--- src/hdl/csc_pkg.sv ---
// Shared types, constants and arithmetic helpers for the 2-D curl stencil.
// No dependencies.
`default_nettype none

package csc_pkg;

    localparam int DATA_W      = 32;
    localparam int VALUE_W     = 32;
    localparam int ROW_LEN_W   = 11;
    localparam int ROW_CNT_W   = 16;
    localparam int COL_W       = 10;
    localparam int MAX_ROW_LEN = 1024;
    localparam int DIFF_W      = DATA_W + 1;
    localparam int PROD_W      = DATA_W + DIFF_W;
    localparam int TERM_W      = PROD_W - 16;
    localparam int SUM_W       = TERM_W + 1;
    localparam int VEC_W       = 3 * DATA_W;
    localparam int CFG_IDX_W   = 2;
    localparam int QUEUE_DEPTH = 4;
    localparam int QPTR_W      = $clog2(QUEUE_DEPTH);
    localparam int QLVL_W      = QPTR_W + 1;

    localparam logic [CFG_IDX_W-1:0] REG_COEF_X     = 2'd0;
    localparam logic [CFG_IDX_W-1:0] REG_COEF_Y     = 2'd1;
    localparam logic [CFG_IDX_W-1:0] REG_ROW_LENGTH = 2'd2;
    localparam logic [CFG_IDX_W-1:0] REG_ROW_COUNT  = 2'd3;

    typedef struct packed {
        logic signed [DATA_W-1:0] z;
        logic signed [DATA_W-1:0] y;
        logic signed [DATA_W-1:0] x;
    } vec_t;

    typedef struct packed {
        logic [ROW_CNT_W-1:0]     row;
        logic [COL_W-1:0]         col;
        logic                     last;
        logic signed [DIFF_W-1:0] dzc;
        logic signed [DIFF_W-1:0] dzr;
        logic signed [DIFF_W-1:0] dyr;
        logic signed [DIFF_W-1:0] dxn;
    } job_t;

    typedef struct packed {
        logic              sat;
        logic [VALUE_W-1:0] val;
    } sat_t;

    function automatic logic signed [DIFF_W-1:0] diff(input logic signed [DATA_W-1:0] a,
                                                     input logic signed [DATA_W-1:0] b);
        return $signed({a[DATA_W-1], a}) - $signed({b[DATA_W-1], b});
    endfunction

    // round half up to Q16.16: add half LSB, then floor
    function automatic logic signed [TERM_W-1:0] round_q(input logic signed [PROD_W-1:0] p);
        logic signed [PROD_W-1:0] s;
        s = p + PROD_W'(32768);
        return s[PROD_W-1:16];
    endfunction

    function automatic sat_t saturate(input logic signed [SUM_W-1:0] v);
        sat_t r;
        r.sat = ~((&v[SUM_W-1:VALUE_W-1]) | ~(|v[SUM_W-1:VALUE_W-1]));
        if (r.sat)
        begin
            r.val = {v[SUM_W-1], {(VALUE_W-1){~v[SUM_W-1]}}};
        end
        else
        begin
            r.val = v[VALUE_W-1:0];
        end
        return r;
    endfunction

endpackage

`default_nettype wire

--- src/hdl/csc_queue.sv ---
// Short job queue between the front end and the arithmetic back end.
// Depends on csc_pkg.
`default_nettype none

module csc_queue (
    input  wire logic                       clk,
    input  wire logic                       rst_n,
    input  wire logic                       push,
    input  wire csc_pkg::job_t              push_job,
    input  wire logic                       pop,
    output csc_pkg::job_t                   head_job,
    output logic [csc_pkg::QLVL_W-1:0]      level
);

    localparam int PW = csc_pkg::QPTR_W;
    localparam int LW = csc_pkg::QLVL_W;

    csc_pkg::job_t slots [csc_pkg::QUEUE_DEPTH];
    logic [PW-1:0] wr_ptr_reg, rd_ptr_reg;
    logic [LW-1:0] level_reg;

    always_ff @(posedge clk or negedge rst_n)
    begin
        if (!rst_n)
        begin
            wr_ptr_reg <= '0;
            rd_ptr_reg <= '0;
            level_reg  <= '0;
        end
        else
        begin
            if (push)
            begin
                wr_ptr_reg <= wr_ptr_reg + PW'(1);
            end
            if (pop)
            begin
                rd_ptr_reg <= rd_ptr_reg + PW'(1);
            end
            level_reg <= level_reg + LW'(push) - LW'(pop);
        end
    end

    always_ff @(posedge clk)
    begin
        if (push)
        begin
            slots[wr_ptr_reg] <= push_job;
        end
    end

    assign head_job = slots[rd_ptr_reg];
    assign level    = level_reg;

endmodule

`default_nettype wire

--- config.mk ---
export PLATFORM = sky130hd
export DESIGN_NAME = csc_queue
export DESIGN_NICKNAME = d
export VERILOG_FILES = /design/src/hdl/csc_pkg.sv /design/src/hdl/csc_queue.sv
export SDC_FILE = /design/constraint.sdc
export NUM_CORES = 1
export LEC_CHECK = 0
export ABC_CLOCK_PERIOD_IN_PS = 5400
export BUFFER_PORTS_ARGS = -buffer_cell sky130_fd_sc_hd__buf_2
export CORE_ASPECT_RATIO = 2
export CORE_MARGIN = 2
export CORE_UTILIZATION = 50
export CTS_BUF_LIST = sky130_fd_sc_hd__clkbuf_4
export DETAILED_ROUTE_END_ITERATION = 12
export MAX_ROUTING_LAYER = met4
export PLACE_DENSITY_LB_ADDON = 0.3
export SKIP_CTS_REPAIR_TIMING = 1
export SYNTH_ARGS = -nofsm -noshare
export SYNTH_HDL_FRONTEND = slang
export SYNTH_SLANG_ARGS = --single-unit
--- constraint.sdc ---
create_clock -name clk -period 5.4 [get_ports clk]
set_clock_uncertainty 0.2 [all_clocks]
set_input_delay 0.27 -clock clk [delete_from_list [all_inputs] [get_ports clk]]
set_output_delay 0.27 -clock clk [all_outputs]
set_load 0.05 [all_outputs]
# ---- After elaboration in Yosys (flattened, before gate mapping)
# Memory sizes are Yosys's and may differ from the RTL's.
# Cells that the tools add are included.
dict set report op_classes {
  n_addsub 4
  n_mul 0
  div 0
  n_lt_le_gt_ge 0
  eq_ne 0
  n_shift 0
  muxes 2
  n_bitwise 0
  n_reduce_logical 0
}
# operator count
set ops {}
lappend ops {{$add A2 B1 Y2 const B} 2}
lappend ops {{$add A3 B1 Y3} 1}
lappend ops {{$sub A3 B1 Y3} 1}
lappend ops {{$mux W1} 2}
dict set report totals {
  reg_bits 7
  latch_bits 0
  mem_bits_rw 636
  rom_bits 0
  in_bits 163
  output_inout_bits 162
  word_cells 10
  n_memories 1
}
# name depth width rd rd_clocked_by_memory_dff write_ports line_no
set memory_table {}
lappend memory_table {slots 4 159 1 0 1 csc_queue.sv:18} ;# csc_pkg::job_t slots [csc_pkg::QUEUE_DEPTH];

# ---- Longest topological paths before layout
# Gate-level depths: netlist of run 1.
dict set report logic_depth {
  depth_word 2
  depth_mapped 7
  ltp_nobuf 7
}

# ---- Worst setup path before layout of run 1
# Ideal clock, no wire load.
dict set report synth_timing {
  path_kind {register -> register}
  from {reg wr_ptr_reg[0]}
  to {mem slots[0][0] (netlist bit), enable pin}
  setup_time_ns 0.537
  t_arrival_ns 4.252
  required_time_ns 4.663
  path_slack_ns 0.410
  path_stages_with_launch 4
  path_buffers 0
  period_less_slack_ns 4.990
  path_cell_list {dfrtp_1 > inv_1 > ha_1 > and2_1}
}
# element line_no
set synth_lines {}
lappend synth_lines {{from (decl)} csc_queue.sv:19} ;# logic [PW-1:0] wr_ptr_reg, rd_ptr_reg;
lappend synth_lines {{from (signal assigned)} csc_queue.sv:34} ;# wr_ptr_reg <= wr_ptr_reg + PW'(1);
lappend synth_lines {{to (decl)} csc_queue.sv:18}
# No word-level cell before the write port.

==> results of run 1 <==
## worst max-delay path, delay by kind of cell (launching register included)
kind                   cells  cell delay, ns
flip-flops                 1            0.81
buffers and inverters      2            0.70
multiplexers               1            0.61
## power by group
group	total, mW	internal [mW]	switching (mW)	leakage, nW
Clock	3.56	1.82	1.74	1.03
Sequential	6.85	6.52	0.324	5.92
Combinational	6.85	2.07	4.78	3.80
## area by class of cell
type / instances / area (um2) / area share
multi-input combinational: 178 / 3770 / 0.124
antenna: 8 / 20.0 / 0.000656
inverter: 6 / 22.5 / 0.000738
sequential: 643 / 19300 / 0.632
tap: 621 / 777 / 0.0255
clock inverter: 32 / 188 / 0.00615
timing repair buffer: 648 / 4920 / 0.161
clock buffer: 203 / 1520 / 0.0500
## metrics by stage
step           instances  cell area, um2
4_1_cts             2019           27400
3_3_place_gp        1784           25600
6_report            2339           30500
5_1_grt             2339           30500
2_1_floorplan        863           23300
3_5_place_dp        1784           25600
## final timing paths
check,from,to,slack [ns],depth (start not counted)
worst min register to register,wr_ptr_reg[0]$_DFFE_PN0P_,wr_ptr_reg[0]$_DFFE_PN0P_,0.34,1
max in group asynchronous,rst_n,rd_ptr_reg[1]$_DFFE_PN0P_,4.42,3
worst max register to register,wr_ptr_reg[0]$_DFFE_PN0P_,slots[0][103]$_DFFE_PP_,2.81,4
worst max-delay path,rd_ptr_reg[0]$_DFFE_PN0P_,head_job[45],1.78,3
min in group asynchronous,rst_n,level[0]$_DFF_PN0_,0.23,3
worst min-delay path,push_job[55],slots[0][55]$_DFFE_PP_,0.05,2
## cell usage in the layout, fill, tap and decap left out
cell type and count:
dfrtp_4 2, xor2_1 2, o21ai_0 1, edfxtp_1 636, bufinv_16 2, clkinvlp_4 2, diode_2 8, dfrtp_1 5
xnor2_1 3, fa_1 1, buf_2 324, and2_4 4, buf_4 5, inv_2 4, clkinv_1 18, clkinv_2 6
mux4_2 159, ha_1 6, buf_12 7, nand2_1 2, inv_1 6, dlygate4sd3_1 312, clkbuf_4 203
## routing by layer
| metal | up-vias | part of all wire |
|---|---|---|
| li1 | 5350 | - |
| met1 | 6139 | 0.37 |
| met2 | 458 | 0.54 |
| met3 | 99 | 0.058 |
| met4 | 0 | 0.031 |
| met5 | - | 0 |
## logic make-up after synthesis
| group | count (synthesis) | share of synthesized area |
|---|---|---|
| muxes | 159 | 0.154 |
| AOI/OAI and AO/OA | 1 | 0.000215 |
| and+or+nand+nor | 6 | 0.00140 |
| xor gates and xnor gates | 5 | 0.00188 |
| DFF | 643 | 0.827 |
| adders and majority gates | 7 | 0.00408 |
| buffers and inverters | 42 | 0.0113 |
==> flow_metrics.tcl, run 1 <==
set metrics [dict create \
    status "complete, no violations" \
    grt_pass1_vias 11575 \
    global_route.peak_usage_layer "met2" \
    grtUsageMet1 0.215 \
    drv_cap 0 \
    clkTransAtPathRegs_ns 0.07 \
    ys_seq_elements 643 \
    worstHoldPathType "in -> reg" \
    synth_flop_cell "edfxtp_1" \
    drtAntennaViolNets 0 \
    total_power_mw 17.3 \
    ys_warn_count 0 \
    synth.most_common_cell "edfxtp_1" \
    p_leak_nw 10.8 \
    synth_top_area_frac 0.820 \
    grt_pass1_wl_um 66600 \
    yosysTopAreaCell "edfxtp_1" \
    vias 12046 \
    worst_slack_ns 1.78 \
    grtUsageMet2 0.325 \
    use_met3 0.0562 \
    largest_register_ffs 636 \
    powerDensity_nw_per_um2 566 \
    critPathRequiredTime_ns 4.93 \
    rows 111 \
    cp-start-kind "flop" \
    drtIter0Drc 730 \
    ios 325 \
    rsz0062_at_grt "no" \
    setup-tns-final_ns 0 \
    chipHeight_um 309 \
    grt_usage 0.195 \
    yosysSeqAreaShare 0.827 \
    finalWeightedCongestion 0.751 \
    ctsLongestPathBuffers 3 \
    grt.overflow.total 0 \
    endpoint_kind "primary output" \
    max_slew.worst_pin.slew_ns 0.989 \
    finalCoreUtilization 0.664 \
    firstDrtPassIters 5 \
    drcViolationCount 0 \
    grt_antenna_before_repair 8 \
    worst_hold_slack_ns 0.0539 \
    crit_arrival_ns 3.15 \
    async_reset_ff_frac 0.0109 \
    final.min_clock_period_ns 3.62 \
    syn_area_per_cell_um2 27.0 \
    cpPeakStageDelay_ns 0.81 \
    clock_latency_ns 0.83 \
    port_buffers 324 \
    syn2layout_area_growth_pct 30.9 \
    htreeDepth 4 \
    synthesis.area_um2 23300 \
    fillerInstances 3006 \
    dpl.hpwl_um 26900 \
    drive_gt1_frac 0.420 \
    grt_max_degree 85 \
    setup_viol 0 \
    root_buffer "clkbuf_4" \
    synth-edff-count 636 \
    fmax_mhz 276 \
    place_ws_ns 2.59 \
    critPathKind "reg -> out" \
    synth_common_cells "edfxtp_1, mux4_2, buf_2, buf_6, dfrtp_1" \
    tritoncts "built" \
    crit_chain "buf_12 -> mux4_2 -> buf_2" \
    drt_wl_total_um 49300 \
    ys_types 14 \
    initial_core_util 0.507 \
    finalCritPeriodShare 0.670 \
    post_drt_via_cell_ratio 5.15 \
    synthCells 863 \
    cp_max_fo 74 \
    coreArea_um2 46000 \
    die_width_um 157 \
    post_drt_wl_per_cell_um 21.1 \
    fin_nets 1785 \
    slew_headroom 0.341 \
    synth_nets 1033 \
    slowest_stage "dfrtp_4" \
    slew_violations 0 \
    synth_area_leaders "edfxtp_1, mux4_2, dfrtp_1" \
    cts_buffers 138 \
    clkSinkCount 643 \
    irDropWorstVdd_v 0.000388 \
    finalHoldViolCount 0 \
    die_area_um2 48400 \
]
Note: power is estimated with default switching activity, not from simulation.
==> run 2, diff against run 1 <==
Settings changed: ABC_CLOCK_PERIOD_IN_PS 5400 to 3370.
Clock period 5.4 ns to 3.37 ns, I/O delays scaled along.
==> run 2 against run 1 <==
Combinational power up 65%. Hold slack better by 0.074 ns. Design area up 1.6%. Critical path type unchanged. Largest cell class unchanged.
==> flow_metrics.tcl, run 2 (synthesis gave the netlist of run 1 again) <==
set metrics [dict create \
    status "complete, no violations" \
    rows 111 \
    p_sw_frac 0.394 \
    final_common_cell "edfxtp_1" \
    grt_max_degree 89 \
    coreArea_um2 46000 \
    powerDensity_nw_per_um2 909 \
    tritoncts "built" \
    worst_hold_slack_ns 0.127 \
    critPathKind "reg -> out" \
    r2r_start "wr_ptr_reg[0]$_DFFE_PN0P_" \
    die_width_um 157 \
    clkSinkCount 643 \
    grt_antenna_before_repair 10 \
    setup-tns-final_ns 0 \
    post_drt_via_cell_ratio 5.13 \
    post_drt_wl_per_cell_um 20.8 \
    drv_cap 0 \
    worstHoldPathType "in -> async" \
    firstDrtPassIters 5 \
    cp-startpoint "rd_ptr_reg[1]$_DFFE_PN0P_" \
    cp_max_fo 41 \
    largest_register_ffs 636 \
    postLayoutCellArea_um2 31000 \
    dpl.hpwl_um 28600 \
    finalHoldViolCount 0 \
    endpoint_kind "primary output" \
    clock_latency_ns 0.83 \
    setup_viol 0 \
    grt_pass1_wl_um 68100 \
    final_cell_mix "edfxtp_1, dlygate4sd3_1, buf_2, clkbuf_4, mux4_2" \
    root_buffer "clkbuf_4" \
    slew_violations 0 \
    fmax_mhz 321 \
    final.min_clock_period_ns 3.12 \
    pwr-share-comb 0.401 \
    port_buffers 324 \
    placed_area_um2 25900 \
    initial_core_util 0.507 \
    ios 325 \
    chipHeight_um 309 \
    slew_headroom 0.474 \
    fillerInstances 2938 \
    cts_buffers 140 \
    rsz0062_at_grt "no" \
    p_int_mw 17.1 \
    grt.overflow.total 0 \
    vias 12249 \
    die_area_um2 48400 \
    finalWeightedCongestion 0.754 \
    drive_gt1_frac 0.423 \
    p_leak_nw 11.0 \
    drtIter0Drc 729 \
    grtUsageMet1 0.208 \
    htreeDepth 4 \
    clkTransAtPathRegs_ns 0.07 \
    p_sw_mw 11.1 \
    max_slew.worst_pin.slew_ns 0.789 \
    ctsLongestPathBuffers 3 \
    pwr-share-clk 0.210 \
    critPathRequiredTime_ns 3.00 \
    power_frac_seq 0.388 \
    crit_arrival_ns 2.75 \
    worst_slack_ns 0.253 \
    irDropWorstVdd_v 0.000711 \
    drtAntennaViolNets 0 \
    fin_nets 1818 \
    finalCritPeriodShare 0.925 \
    drcViolationCount 0 \
    grtUsageMet2 0.339 \
    place_ws_ns 1.08 \
    grt_usage 0.198 \
    grt_pass1_vias 11930 \
    global_route.peak_usage_layer "met2" \
    drt_wl_total_um 49800 \
    cp-start-kind "flop" \
    use_met3 0.0602 \
    syn2layout_area_growth_pct 33.1 \
]
-- run 2: changes by cell type in the layout (fill, tap and decap cells not counted), sizes merged --
cell,delta
buf,+19
diode,+3
clkinvlp,+2
inv,+1
bufinv,+2
clkinv,+10
dlygate4sd3,+12
-- run 2: area by class of cell --
| class | instances | area, um2 | area share |
|---|---|---|---|
| tap | 621 | 777 | 0.0251 |
| clock buffer | 203 | 1520 | 0.0492 |
| sequential | 643 | 19300 | 0.622 |
| multi-input combinational | 178 | 3770 | 0.122 |
| inverter | 6 | 22.5 | 0.000726 |
| timing repair buffer | 679 | 5300 | 0.171 |
| clock inverter | 47 | 308 | 0.00993 |
| antenna | 11 | 27.5 | 0.000888 |
-- run 2: power by group through the flow --
stage	sequential (mW)	clock [mW]	combinational, mW
after CTS	10.9	6.12	11.2
after floorplan	11.0	0	8.54
after global placement	11.0	0	11.1
after detailed placement	11.1	0	11.1
final	10.9	5.93	11.3
after global routing	11.1	6.46	11.9
-- run 2: worst paths after layout --
check | end | slack, ns | cells after the start
setup / recovery | head_job[57] | 0.25 | 3
hold / removal | level[2]$_DFF_PN0_ | 0.13 | 3
setup reg to reg | slots[0][150]$_DFFE_PP_ | 1.15 | 4
hold reg to reg | wr_ptr_reg[0]$_DFFE_PN0P_ | 0.33 | 1
max in group asynchronous | rd_ptr_reg[1]$_DFFE_PN0P_ | 2.53 | 3
min in group clk | level[0]$_DFF_PN0_ | 0.22 | 5
-- run 2: per-layer routing --
metal / wire length (um) / part of all wire / up-vias
met1: 17700 / 0.35 / 6293
met5: 0 / 0 / -
met2: 27800 / 0.56 / 449
met3: 2950 / 0.059 / 86
met4: 1360 / 0.027 / 0
li1: - / - / 5421
-- run 2: stage by stage --
step                      std cells  total power [mW]   util
after floorplan                 863              19.5      -
after global placement         1803              22.2  0.563
after detailed placement       1803              22.3  0.563
after CTS                      2053              28.2  0.603
after global routing           2388              29.4  0.674
final                          2388              28.2  0.674
-- run 2: worst max-delay path: stages, from the launching register on --
cell and delay, ns:
dfrtp_4 0.94, buf_4 0.37, mux4_2 0.34, buf_2 0.23
